`src/hdl/tldf_pkg.sv`:
```
package tldf_pkg;

   localparam int TICK_W    = 48;
   localparam int PAYLOAD_W = 64;
   localparam int CFG_W     = 16;
   localparam int OCC_W     = 5;
   localparam int CSR_IDX_W = 1;

   localparam logic [CSR_IDX_W-1:0] CSR_DEQ_SPACING  = 1'd0;
   localparam logic [CSR_IDX_W-1:0] CSR_LINK_LATENCY = 1'd1;

   localparam logic [CFG_W-1:0] DEQ_SPACING_RST  = 16'd1;
   localparam logic [CFG_W-1:0] LINK_LATENCY_RST = 16'd4;

   localparam logic ACTION_TICK = 1'b0;
   localparam logic ACTION_PUSH = 1'b1;

   typedef enum logic {
      ST_IDLE,
      ST_EVAL
   } ctrl_state_type;

   typedef struct packed {
      logic ready;
      logic load;
      logic commit;
   } ctrl_cmd_type;

   typedef struct packed {
      logic out_free;
   } dp_status_type;

endpackage

```
`src/hdl/tldf_req_if.sv`:
```
interface tldf_req_if;
   logic                             valid;
   logic                             ready;
   logic                             action;
   logic [tldf_pkg::TICK_W-1:0]      current_tick;
   logic [tldf_pkg::PAYLOAD_W-1:0]   flit_payload;
   logic [tldf_pkg::TICK_W-1:0]      transmit_tick;

   modport source (
      output valid, action, current_tick, flit_payload, transmit_tick,
      input  ready
   );

   modport sink (
      input  valid, action, current_tick, flit_payload, transmit_tick,
      output ready
   );
endinterface

```
`src/hdl/tldf_rsp_if.sv`:
```
interface tldf_rsp_if;
   logic                             valid;
   logic                             ready;
   logic                             delivered;
   logic [tldf_pkg::PAYLOAD_W-1:0]   out_payload;
   logic [tldf_pkg::TICK_W-1:0]      receive_tick;
   logic [tldf_pkg::OCC_W-1:0]       occupancy;
   logic                             link_full;
   logic                             stagnant;
   logic                             rejected;

   modport source (
      output valid, delivered, out_payload, receive_tick, occupancy, link_full,
             stagnant, rejected,
      input  ready
   );

   modport sink (
      input  valid, delivered, out_payload, receive_tick, occupancy, link_full,
             stagnant, rejected,
      output ready
   );
endinterface

```
`src/hdl/timed_link_delay_fifo.sv`:
```
// Channel  Ports              Dir  Contents
// req      req_ch.*           in   action, current_tick, flit_payload, transmit_tick
// rsp      rsp_ch.*           out  delivered, out_payload, receive_tick, occupancy,
//                                  link_full, stagnant, rejected
// csr      csr_we/index/wdata in   index 0 = dequeue spacing, index 1 = link delay
//
// A transaction is accepted in ST_IDLE with the registered read of the head slot, then
// evaluated and committed into the result register in ST_EVAL.
// A new request is taken while the previous result still waits in the result register.
// A result that is not taken stalls the evaluation cycle, not the register state.
// Reset is synchronous; slot storage is not cleared, only pointers, count, timer, result valid, CSRs and state.
module timed_link_delay_fifo #(
   parameter int LINK_DEPTH = 16
) (
   input  logic                           clock,
   input  logic                           reset,
   tldf_req_if.sink                       req_ch,
   tldf_rsp_if.source                     rsp_ch,
   input  logic                           csr_we,
   input  logic [tldf_pkg::CSR_IDX_W-1:0] csr_index,
   input  logic [tldf_pkg::CFG_W-1:0]     csr_wdata
);

   tldf_pkg::ctrl_cmd_type  cmd;
   tldf_pkg::dp_status_type status;

   tldf_ctrl u_ctrl (
      .clock     (clock),
      .reset     (reset),
      .req_valid (req_ch.valid),
      .status    (status),
      .cmd       (cmd)
   );

   tldf_datapath #(
      .LINK_DEPTH (LINK_DEPTH)
   ) u_datapath (
      .clock     (clock),
      .reset     (reset),
      .req       (req_ch),
      .rsp       (rsp_ch),
      .csr_we    (csr_we),
      .csr_index (csr_index),
      .csr_wdata (csr_wdata),
      .cmd       (cmd),
      .status    (status)
   );

endmodule

```
`src/hdl/tldf_ctrl.sv`:
```
module tldf_ctrl (
   input  logic                    clock,
   input  logic                    reset,
   input  logic                    req_valid,
   input  tldf_pkg::dp_status_type status,
   output tldf_pkg::ctrl_cmd_type  cmd
);

   tldf_pkg::ctrl_state_type state_ff;
   tldf_pkg::ctrl_state_type state_in;

   always_ff @(posedge clock) begin
      if (reset) begin
         state_ff <= tldf_pkg::ST_IDLE;
      end else begin
         state_ff <= state_in;
      end
   end

   always_comb begin
      state_in = state_ff;
      case (state_ff)
         tldf_pkg::ST_IDLE: begin
            if (req_valid) state_in = tldf_pkg::ST_EVAL;
         end
         tldf_pkg::ST_EVAL: begin
            if (status.out_free) state_in = tldf_pkg::ST_IDLE;
         end
         default: begin
            state_in = tldf_pkg::ST_IDLE;
         end
      endcase
   end

   always_comb begin
      cmd = '0;
      case (state_ff)
         tldf_pkg::ST_IDLE: begin
            cmd.ready = !reset;
            cmd.load  = req_valid && !reset;
         end
         tldf_pkg::ST_EVAL: begin
            cmd.commit = status.out_free;
         end
         default: begin
            cmd = '0;
         end
      endcase
   end

endmodule

```
`src/hdl/tldf_datapath.sv`:
```
module tldf_datapath #(
   parameter int LINK_DEPTH = 16
) (
   input  logic                                  clock,
   input  logic                                  reset,
   tldf_req_if.sink                              req,
   tldf_rsp_if.source                            rsp,
   input  logic                                  csr_we,
   input  logic [tldf_pkg::CSR_IDX_W-1:0]        csr_index,
   input  logic [tldf_pkg::CFG_W-1:0]            csr_wdata,
   input  tldf_pkg::ctrl_cmd_type                cmd,
   output tldf_pkg::dp_status_type               status
);

   localparam int PTR_W = (LINK_DEPTH > 1) ? $clog2(LINK_DEPTH) : 1;
   localparam int CNT_W = $clog2(LINK_DEPTH + 1);
   localparam int TW    = tldf_pkg::TICK_W;
   localparam int PW    = tldf_pkg::PAYLOAD_W;

   logic [tldf_pkg::CFG_W-1:0] tpd_ff;
   logic [tldf_pkg::CFG_W-1:0] lat_ff;

   logic          act_ff;
   logic [TW-1:0] now_ff;
   logic [PW-1:0] pay_ff;
   logic [TW-1:0] txt_ff;

   logic [PW-1:0] slot_payload_ff [LINK_DEPTH];
   logic [TW-1:0] slot_transmit_ff [LINK_DEPTH];
   logic [PW-1:0] head_pay_ff;
   logic [TW-1:0] head_txt_ff;

   logic [PTR_W-1:0] head_ptr_ff, head_ptr_in;
   logic [PTR_W-1:0] tail_ptr_ff, tail_ptr_in;
   logic [CNT_W-1:0] count_ff, count_in;
   logic [TW-1:0]    last_deq_ff, last_deq_in;

   logic                      rsp_valid_ff;
   logic                      rsp_deliv_ff, rsp_deliv_in;
   logic [PW-1:0]             rsp_pay_ff, rsp_pay_in;
   logic [TW-1:0]             rsp_rx_ff, rsp_rx_in;
   logic [tldf_pkg::OCC_W-1:0] rsp_occ_ff;
   logic                      rsp_full_ff;
   logic                      rsp_stag_ff, rsp_stag_in;
   logic                      rsp_rej_ff, rsp_rej_in;

   logic          is_full, link_empty, do_push;
   logic [TW-1:0] age, since_deq;
   logic          age_ok, since_ok, lat_reached, lat_exceeded, spacing_reached;

   assign req.ready       = cmd.ready;
   assign status.out_free = !rsp_valid_ff || rsp.ready;

   always_ff @(posedge clock) begin
      if (reset) begin
         tpd_ff <= tldf_pkg::DEQ_SPACING_RST;
         lat_ff <= tldf_pkg::LINK_LATENCY_RST;
      end else if (csr_we) begin
         if (csr_index == tldf_pkg::CSR_DEQ_SPACING)  tpd_ff <= csr_wdata;
         if (csr_index == tldf_pkg::CSR_LINK_LATENCY) lat_ff <= csr_wdata;
      end
   end

   always_ff @(posedge clock) begin
      if (cmd.load) begin
         act_ff      <= req.action;
         now_ff      <= req.current_tick;
         pay_ff      <= req.flit_payload;
         txt_ff      <= req.transmit_tick;
         head_pay_ff <= slot_payload_ff[head_ptr_ff];
         head_txt_ff <= slot_transmit_ff[head_ptr_ff];
      end
      if (do_push) begin
         slot_payload_ff[tail_ptr_ff]  <= pay_ff;
         slot_transmit_ff[tail_ptr_ff] <= txt_ff;
      end
   end

   assign is_full    = (count_ff == CNT_W'(LINK_DEPTH));
   assign link_empty = (count_ff == '0);
   assign do_push    = cmd.commit && (act_ff == tldf_pkg::ACTION_PUSH) && !is_full;

   assign age             = now_ff - head_txt_ff;
   assign since_deq       = now_ff - last_deq_ff;
   assign age_ok          = (now_ff >= head_txt_ff);
   assign since_ok        = (now_ff >= last_deq_ff);
   assign lat_reached     = age_ok && (age >= TW'(lat_ff));
   assign lat_exceeded    = age_ok && (age > TW'(lat_ff));
   assign spacing_reached = since_ok && (since_deq >= TW'(tpd_ff));

   always_comb begin
      head_ptr_in  = head_ptr_ff;
      tail_ptr_in  = tail_ptr_ff;
      count_in     = count_ff;
      last_deq_in  = last_deq_ff;
      rsp_deliv_in = 1'b0;
      rsp_pay_in   = '0;
      rsp_rx_in    = '0;
      rsp_stag_in  = 1'b0;
      rsp_rej_in   = 1'b0;
      if (act_ff == tldf_pkg::ACTION_PUSH) begin
         if (is_full) begin
            rsp_rej_in = 1'b1;
         end else begin
            if (link_empty) last_deq_in = now_ff;
            tail_ptr_in = (tail_ptr_ff == PTR_W'(LINK_DEPTH - 1)) ? '0 : tail_ptr_ff + 1'b1;
            count_in    = count_ff + 1'b1;
         end
      end else if (!link_empty) begin
         rsp_stag_in = lat_exceeded;
         if (spacing_reached && lat_reached) begin
            rsp_deliv_in = 1'b1;
            rsp_pay_in   = head_pay_ff;
            rsp_rx_in    = now_ff;
            head_ptr_in  = (head_ptr_ff == PTR_W'(LINK_DEPTH - 1)) ? '0 : head_ptr_ff + 1'b1;
            count_in     = count_ff - 1'b1;
            last_deq_in  = now_ff;
         end
      end
   end

   always_ff @(posedge clock) begin
      if (reset) begin
         head_ptr_ff  <= '0;
         tail_ptr_ff  <= '0;
         count_ff     <= '0;
         last_deq_ff  <= '0;
         rsp_valid_ff <= 1'b0;
      end else begin
         if (cmd.commit) begin
            head_ptr_ff  <= head_ptr_in;
            tail_ptr_ff  <= tail_ptr_in;
            count_ff     <= count_in;
            last_deq_ff  <= last_deq_in;
            rsp_valid_ff <= 1'b1;
         end else if (rsp.ready) begin
            rsp_valid_ff <= 1'b0;
         end
      end
   end

   always_ff @(posedge clock) begin
      if (cmd.commit) begin
         rsp_deliv_ff <= rsp_deliv_in;
         rsp_pay_ff   <= rsp_pay_in;
         rsp_rx_ff    <= rsp_rx_in;
         rsp_occ_ff   <= tldf_pkg::OCC_W'(count_in);
         rsp_full_ff  <= (count_in == CNT_W'(LINK_DEPTH));
         rsp_stag_ff  <= rsp_stag_in;
         rsp_rej_ff   <= rsp_rej_in;
      end
   end

   assign rsp.valid        = rsp_valid_ff;
   assign rsp.delivered    = rsp_deliv_ff;
   assign rsp.out_payload  = rsp_pay_ff;
   assign rsp.receive_tick = rsp_rx_ff;
   assign rsp.occupancy    = rsp_occ_ff;
   assign rsp.link_full    = rsp_full_ff;
   assign rsp.stagnant     = rsp_stag_ff;
   assign rsp.rejected     = rsp_rej_ff;

   a_count_bound: assert property (@(posedge clock) disable iff (reset)
      count_ff <= CNT_W'(LINK_DEPTH))
      else $error("flit count above link depth");

   a_push_grows: assert property (@(posedge clock) disable iff (reset)
      do_push |=> count_ff == $past(count_ff) + 1'b1)
      else $error("accepted push did not grow the link");

   a_rej_excl: assert property (@(posedge clock) disable iff (reset)
      rsp_valid_ff && rsp_rej_ff |-> !rsp_deliv_ff && !rsp_stag_ff)
      else $error("rejected push reported delivery or stagnation");

   a_commit_free: assert property (@(posedge clock) disable iff (reset)
      cmd.commit |-> !rsp_valid_ff || rsp.ready)
      else $error("result overwritten before it was taken");

endmodule
```
`src/flat_wrapper.sv`:
```
// flat-port wrapper written by rule: the top's interface ports become plain ports
module timed_link_delay_fifo_flat 
#(
   parameter int LINK_DEPTH = 16
)
  (clock, reset, csr_we, csr_index, csr_wdata, req_ch_valid, req_ch_action, req_ch_current_tick, req_ch_flit_payload, req_ch_transmit_tick, req_ch_ready, rsp_ch_valid, rsp_ch_delivered, rsp_ch_out_payload, rsp_ch_receive_tick, rsp_ch_occupancy, rsp_ch_link_full, rsp_ch_stagnant, rsp_ch_rejected, rsp_ch_ready);
  tldf_req_if req_ch_i ();
  tldf_rsp_if rsp_ch_i ();
  input  logic clock;
  input  logic reset;
  input  logic csr_we;
  input  logic [tldf_pkg::CSR_IDX_W-1:0] csr_index;
  input  logic [tldf_pkg::CFG_W-1:0] csr_wdata;
  input wire logic [$bits(req_ch_i.valid)-1:0] req_ch_valid;
  input wire logic [$bits(req_ch_i.action)-1:0] req_ch_action;
  input wire logic [$bits(req_ch_i.current_tick)-1:0] req_ch_current_tick;
  input wire logic [$bits(req_ch_i.flit_payload)-1:0] req_ch_flit_payload;
  input wire logic [$bits(req_ch_i.transmit_tick)-1:0] req_ch_transmit_tick;
  output wire logic [$bits(req_ch_i.ready)-1:0] req_ch_ready;
  output wire logic [$bits(rsp_ch_i.valid)-1:0] rsp_ch_valid;
  output wire logic [$bits(rsp_ch_i.delivered)-1:0] rsp_ch_delivered;
  output wire logic [$bits(rsp_ch_i.out_payload)-1:0] rsp_ch_out_payload;
  output wire logic [$bits(rsp_ch_i.receive_tick)-1:0] rsp_ch_receive_tick;
  output wire logic [$bits(rsp_ch_i.occupancy)-1:0] rsp_ch_occupancy;
  output wire logic [$bits(rsp_ch_i.link_full)-1:0] rsp_ch_link_full;
  output wire logic [$bits(rsp_ch_i.stagnant)-1:0] rsp_ch_stagnant;
  output wire logic [$bits(rsp_ch_i.rejected)-1:0] rsp_ch_rejected;
  input wire logic [$bits(rsp_ch_i.ready)-1:0] rsp_ch_ready;
  assign req_ch_i.valid = req_ch_valid;
  assign req_ch_i.action = req_ch_action;
  assign req_ch_i.current_tick = req_ch_current_tick;
  assign req_ch_i.flit_payload = req_ch_flit_payload;
  assign req_ch_i.transmit_tick = req_ch_transmit_tick;
  assign req_ch_ready = req_ch_i.ready;
  assign rsp_ch_valid = rsp_ch_i.valid;
  assign rsp_ch_delivered = rsp_ch_i.delivered;
  assign rsp_ch_out_payload = rsp_ch_i.out_payload;
  assign rsp_ch_receive_tick = rsp_ch_i.receive_tick;
  assign rsp_ch_occupancy = rsp_ch_i.occupancy;
  assign rsp_ch_link_full = rsp_ch_i.link_full;
  assign rsp_ch_stagnant = rsp_ch_i.stagnant;
  assign rsp_ch_rejected = rsp_ch_i.rejected;
  assign rsp_ch_i.ready = rsp_ch_ready;
  timed_link_delay_fifo #(.LINK_DEPTH(LINK_DEPTH)) u_core (.clock(clock), .reset(reset), .req_ch(req_ch_i), .rsp_ch(rsp_ch_i), .csr_we(csr_we), .csr_index(csr_index), .csr_wdata(csr_wdata));
endmodule
```
`config.mk`:
```
export PLATFORM = sky130hd
export DESIGN_NAME = timed_link_delay_fifo_flat
export DESIGN_NICKNAME = d
export VERILOG_FILES = /design/src/hdl/tldf_pkg.sv /design/src/hdl/tldf_req_if.sv /design/src/hdl/tldf_rsp_if.sv /design/src/hdl/timed_link_delay_fifo.sv /design/src/hdl/tldf_ctrl.sv /design/src/hdl/tldf_datapath.sv /design/src/flat_wrapper.sv
export SDC_FILE = /design/constraint.sdc
export NUM_CORES = 2
export LEC_CHECK = 0
export ABC_AREA = 1
export BUFFER_PORTS_ARGS = -buffer_cell sky130_fd_sc_hd__buf_2
export CAP_MARGIN = 25
export CORE_AREA = 4 4 493 495
export CTS_CLUSTER_DIAMETER = 40
export DETAILED_ROUTE_END_ITERATION = 8
export DIE_AREA = 0 0 497 499
export PLACE_DENSITY = 0.68
export SETUP_SLACK_MARGIN = 0.05
export SYNTH_ARGS = -nofsm -noshare
export SYNTH_HDL_FRONTEND = slang
export SYNTH_SLANG_ARGS = --single-unit
```
`constraint.sdc`:
```
create_clock -name clock -period 25.2 [get_ports clock]
set_clock_uncertainty 0.1 [all_clocks]
set_input_delay 5.04 -clock clock [delete_from_list [all_inputs] [get_ports clock]]
set_output_delay 5.04 -clock clock [all_outputs]
set_load 0.1 [all_outputs]
```
; After elaboration in Yosys (flattened, before gate mapping)
; Memories as Yosys holds them, arrays and structs flattened. A register that Yosys moved wholly into a read port is not among the register bits.
; Cells that the tools add are included.
[op_classes]
n_bitwise = 6
reduce_logical = 21
addsub = 6
n_mux = 22
eq_ne = 7
magnitude_cmp = 5
[ops]
columns = operator, count
row1 = $mux 48, 5
row2 = $ge 48x16->1, 2
row3 = $ge 48x48->1, 2
row4 = $sub 48x48->48, 2
row5 = $gt 48x16->1, 1
row6 = $mux 5, 4
row7 = $eq 5x5->1 const B, 2
row8 = $mux 1, 9
row9 = $add 4x1->4 const B, 2
row10 = $eq 4x4->1 const B, 2
row11 = $mux 4, 2
row12 = $logic_and 1x1->1, 7
row13 = $not 1->1, 6
row14 = $add 5x1->5 const B, 1
row15 = $logic_not 5->1, 1
row16 = $reduce_and 5->1, 1
row17 = $sub 5x1->5 const B, 1
row18 = $ne 2x2->1 const B, 2
row19 = $reduce_and 2->1, 2
row20 = $reduce_and 4->1, 1
row21 = $reduce_bool 2->1, 2
row22 = $logic_not 1->1, 3
row23 = $reduce_and 3->1, 1
row24 = $reduce_or 3->1, 1
row25 = other kinds (5), 5
[word_totals]
ramBits = 1792
n_memories = 2
inputBits = 183
elab_cells = 88
out_inout_bits = 123
regBits = 377
[memory_table]
columns = name, depth, word_bits, read_ports, rd_clocked_by_memory_dff, write_ports, line_no
row1 = u_core.u_datapath.slot_payload_ff, 16, 64, 1, 1, 1, tldf_datapath.sv:28  ; logic [PW-1:0] slot_payload_ff [LINK_DEPTH];
row2 = u_core.u_datapath.slot_transmit_ff, 16, 48, 1, 1, 1, tldf_datapath.sv:29  ; logic [TW-1:0] slot_transmit_ff [LINK_DEPTH];

; Longest topological paths before layout
[depth]
ltp_word = 8
mapped_depth = 33
depth_no_buf = 31

; Cells and area by module
; Synthesis repeated with hierarchy kept, for this count alone.
[unflattened]
hier_cells = 7897
hier_area_um2 = 95442.8
[modules_own_cells]
columns = mod, seq_area_each_um2, area_per_inst_um2, cells_each, n_inst
row1 = tldf_datapath, 67524.8, 95389.0, 7887, 1
row2 = tldf_ctrl, 20.0, 53.8, 10, 1

; Worst setup path before layout
; No wires, ideal clock.
[synth_timing]
path_type = input port to flip-flop
startpoint = input port reset
endpoint = register u_core.u_datapath.act_ff, enable pin
required_time_ps = 23860
path_stages = 2
t_arrival_ps = 23789
path_buffers = 1
setup_ps = 1240
setup_slack_ps = 72
path_cell_list = clkbuf_1 > nor3_1
[synth_rtl]
columns = element, line_no
row1 = start: declaration, flat_wrapper.sv:10  ; input logic reset;
row2 = end signal: assignment, tldf_datapath.sv:66  ; act_ff <= req.action;
row3 = end: declaration, tldf_datapath.sv:23  ; logic act_ff;

; Worst setup path in the final report
[layout_timing]
startpoint = input port reset
endpoint = output port req_ch_ready
[layout_via]
elab_chain_cells = 2
[layout_rtl]
columns = element, line_no
row1 = $logic_not 1->1, tldf_ctrl.sv:39  ; cmd.ready = !reset;
row2 = $mux 2, tldf_ctrl.sv:37  ; case (state_ff)
row3 = end: declaration, flat_wrapper.sv:19  ; output wire logic [$bits(req_ch_i.ready)-1:0] req_ch_ready;
; No other way between the ends.

==> impl_metrics.ini <==
[finish]
seqCellArea_um2 = 67560
fin_util_pct = 46.74
fill_cells = 20720
final_common_cell = edfxtp_1
instances_no_fill = 11630
area.growth.synth_to_final_pct = 16.97
mostFrequentLayoutCells = 2186 x edfxtp_1, 1417 x nor2_1, 1125 x nand2_1, 682 x inv_1, 527 x o21ai_0
fin_nets = 8518
multi_input_area_um2 = 23510
drive_gt1_share_pct = 11.67

[drt]
drcViolationCount = 0
drt-total-wl_mm = 250.5
first_iter_violations = 6512
via_per_inst = 5.365
wl_per_cell_um = 21.55
drtPass1Iterations = 6
detail-route-antenna-nets = 0
vias = 62380

[placement]
gp_congestion = 0.9306
placed_cells = 11020
dp_worst_setup_slack_ns = 14.17
io_buffers = 305
dpl.hpwl_mm = 145.7

[cts]
cts.clk_slew.worst_paths_ns = 0.05
clk_latency_ns = 0.93
cts_tree = built
clk_path_buf_depth = 4
cts_buffers = 337
postCtsSetupBuffers = 0
ctsResizeCount = 0
h-tree-depth = 5
clkSinkCount = 2281
postCtsHoldBufs = 0
cts_root_buffer = clkbuf_16

[critical_path]
worstPathMaxFanout = 12
arrival_ns = 5.87
r2r_setup_slack_ns = 19.05
cp.required_ns = 20.06
critPathCaptureType = output port
worstSetupPathType = in -> out
cp-start-kind = input port
r2r_start = u_core.u_datapath.now_ff[0]$_DFFE_PP_
rr_worst_depth = 31
rr_endpoint = u_core.u_datapath.last_deq_ff[35]$_SDFFE_PP0P_

[global_route]
grt_pass1_vias = 60730
gr-total-overflow = 0
grt_pass1_wl_mm = 374.3
grt_max_degree = 228
grt_antenna_before_repair = 17
grtUsageTotal_pct = 19.52

[min_path]
min_delay_path_depth = 2
hold_end = u_core.u_datapath.tpd_ff[10]$_SDFFE_PP0P_
min_path_type = reg -> reg
hold_start = u_core.u_datapath.tpd_ff[10]$_SDFFE_PP0P_

[sta]
rsz0062_at_grt = false
relSlewSlack_pct = 17.35
maxSlewViolCount = 0
postLayoutSetupSlackWorst_ns = 14.19
worstMarginPinSlew_ns = 1.240
setup_violations = 0
fin_tns_setup_ns = 0
max_freq_mhz = 90.82
post-route-min-period_ns = 11.01
hold_violations = 0
period_share_pct = 43.69

[yosys]
syn_nets = 8167
synth.distinct_cells = 47
synth_edf_count = 2186
ys_seq_elements = 2281
yosys_most_used_dff = edfxtp_1
netlist_instances = 7847
seq_area_frac_synth_pct = 71.07
synth_area_um2 = 95040
syn_area_per_cell_um2 = 12.11
async_reset_ff_share_pct = 0
ys_warn_count = 0

[power]
leakagePower_uw = 0.03985
total_power_uw = 9332
power_density_nw_per_um2 = 83.94
irDropWorstVdd_v = 0.00006208

[run]
cap_violations = 0

[die]
die_area_um2 = 248000
ios = 306
core-area_um2 = 237900
start_util_pct = 39.96
dieHeight_um = 499
die_w_um = 497
fp-row-count = 179

[outcome]
outcome = finished clean
-- cell usage after synthesis (10+ instances only) --
cell type	count	area, um^2
nand3b_1	20	150.1
o211ai_1	52	390.4
a21oi_1	124	620.6
o221ai_1	173	1515
o32ai_1	275	2409
dfxtp_1	95	1902
mux2i_1	173	1732
nor2_1	1435	5386
nand3_1	280	1401
inv_1	683	2564
nand2_1	1125	4223
edfxtp_1	2186	65640
ha_1	135	1689
clkbuf_1	330	1239
xnor2_1	10	87.58
buf_1	29	108.9
inv_2	10	37.54
xor2_1	36	315.3
buf_2	17	85.08
o21ai_0	527	2638
nor3_1	17	85.08
o21ai_1	22	110.1
nand4_1	25	156.4
-- cell type report --
cell class	instances	area share (%)
flip-flops and latches	2281	60.77
multi-input cells	4484	21.15
clock buffers	374	7.767
well taps	3167	3.564
inverters	700	2.379
repair buffers	394	2.224
clock inverters	226	2.147
diodes	1	0.002251
-- how the worst max path moves through the flow --
| stage | slack, ns | to | from | cells past startpoint |
|---|---|---|---|---|
| final | 14.19 | req_ch_ready | reset | 4 |
| after global routing | 14.13 | req_ch_ready | reset | 4 |
| after CTS | 14.17 | req_ch_ready | reset | 4 |
| after detailed placement | 14.17 | req_ch_ready | reset | 4 |
| after global placement | 14.15 | req_ch_ready | reset | 4 |
| after floorplan | 0.07 | u_core.u_datapath.act_ff$_DFFE_PP_ | reset | 2 |
-- state kept, by name (all words and copies together), names as in the netlist, 4 cells and up --
name / cells
u_core.u_datapath.slot_transmit_ff: 768
u_core.u_datapath.head_ptr_ff: 4
u_core.u_datapath.pay_ff: 64
u_core.u_datapath.lat_ff: 16
u_core.u_datapath.rsp.out_payload: 64
u_core.u_datapath.tpd_ff: 16
u_core.u_datapath.tail_ptr_ff: 4
u_core.u_datapath.last_deq_ff: 48
u_core.u_datapath.count_ff: 5
u_core.u_datapath.slot_payload_ff: 1024
u_core.u_datapath.head_txt_ff: 48
u_core.u_datapath.rsp.receive_tick: 48
u_core.u_datapath.now_ff: 48
u_core.u_datapath.txt_ff: 48
u_core.u_datapath.rsp.occupancy: 5
u_core.u_datapath.head_pay_ff: 64
-- kinds of logic (layout without fill, tap and decap cells) --
logic type	count (synthesis)	after routing	synth area share (%)
simple gates	2931	2931	12.25
flops	2281	2281	71.07
compound gates	1197	1197	8.277
buf+inv	1082	1694	4.344
mux	173	173	1.822
fa+ha+maj	137	137	1.819
xor+xnor	46	46	0.4239
other cells	0	1	0
-- power breakdown --
group | switching [uW] | internal (uW) | total [uW] | leakage [uW]
registers | 57.6 | 4210 | 4260 | 0.0206
logic | 378 | 142 | 520 | 0.0139
clock network | 1710 | 2840 | 4550 | 0.00534
total | 2140 | 7190 | 9330 | 0.0399
-- through the flow --
stage	hold slack [ns]	area [um^2]
2_1_floorplan	0.3353	95040
3_3_place_gp	0.3505	99870
3_5_place_dp	0.3587	99950
4_1_cts	0.3668	111000
5_1_grt	0.3881	111200
6_report	0.3700	111200
-- critical path, stage by stage --
cell and delay, ns:
buf_2 0.10, buf_4 0.20, nor2_1 0.10, buf_2 0.43
-- layer usage --
layer | GRT usage [%] | part of all wire (%)
met2 | 32.28 | 48
met5 | 0 | 0
met3 | 2.964 | 7.2
met4 | 5.757 | 2.7
met1 | 26.81 | 42
(Power assumes the default switching activity.)
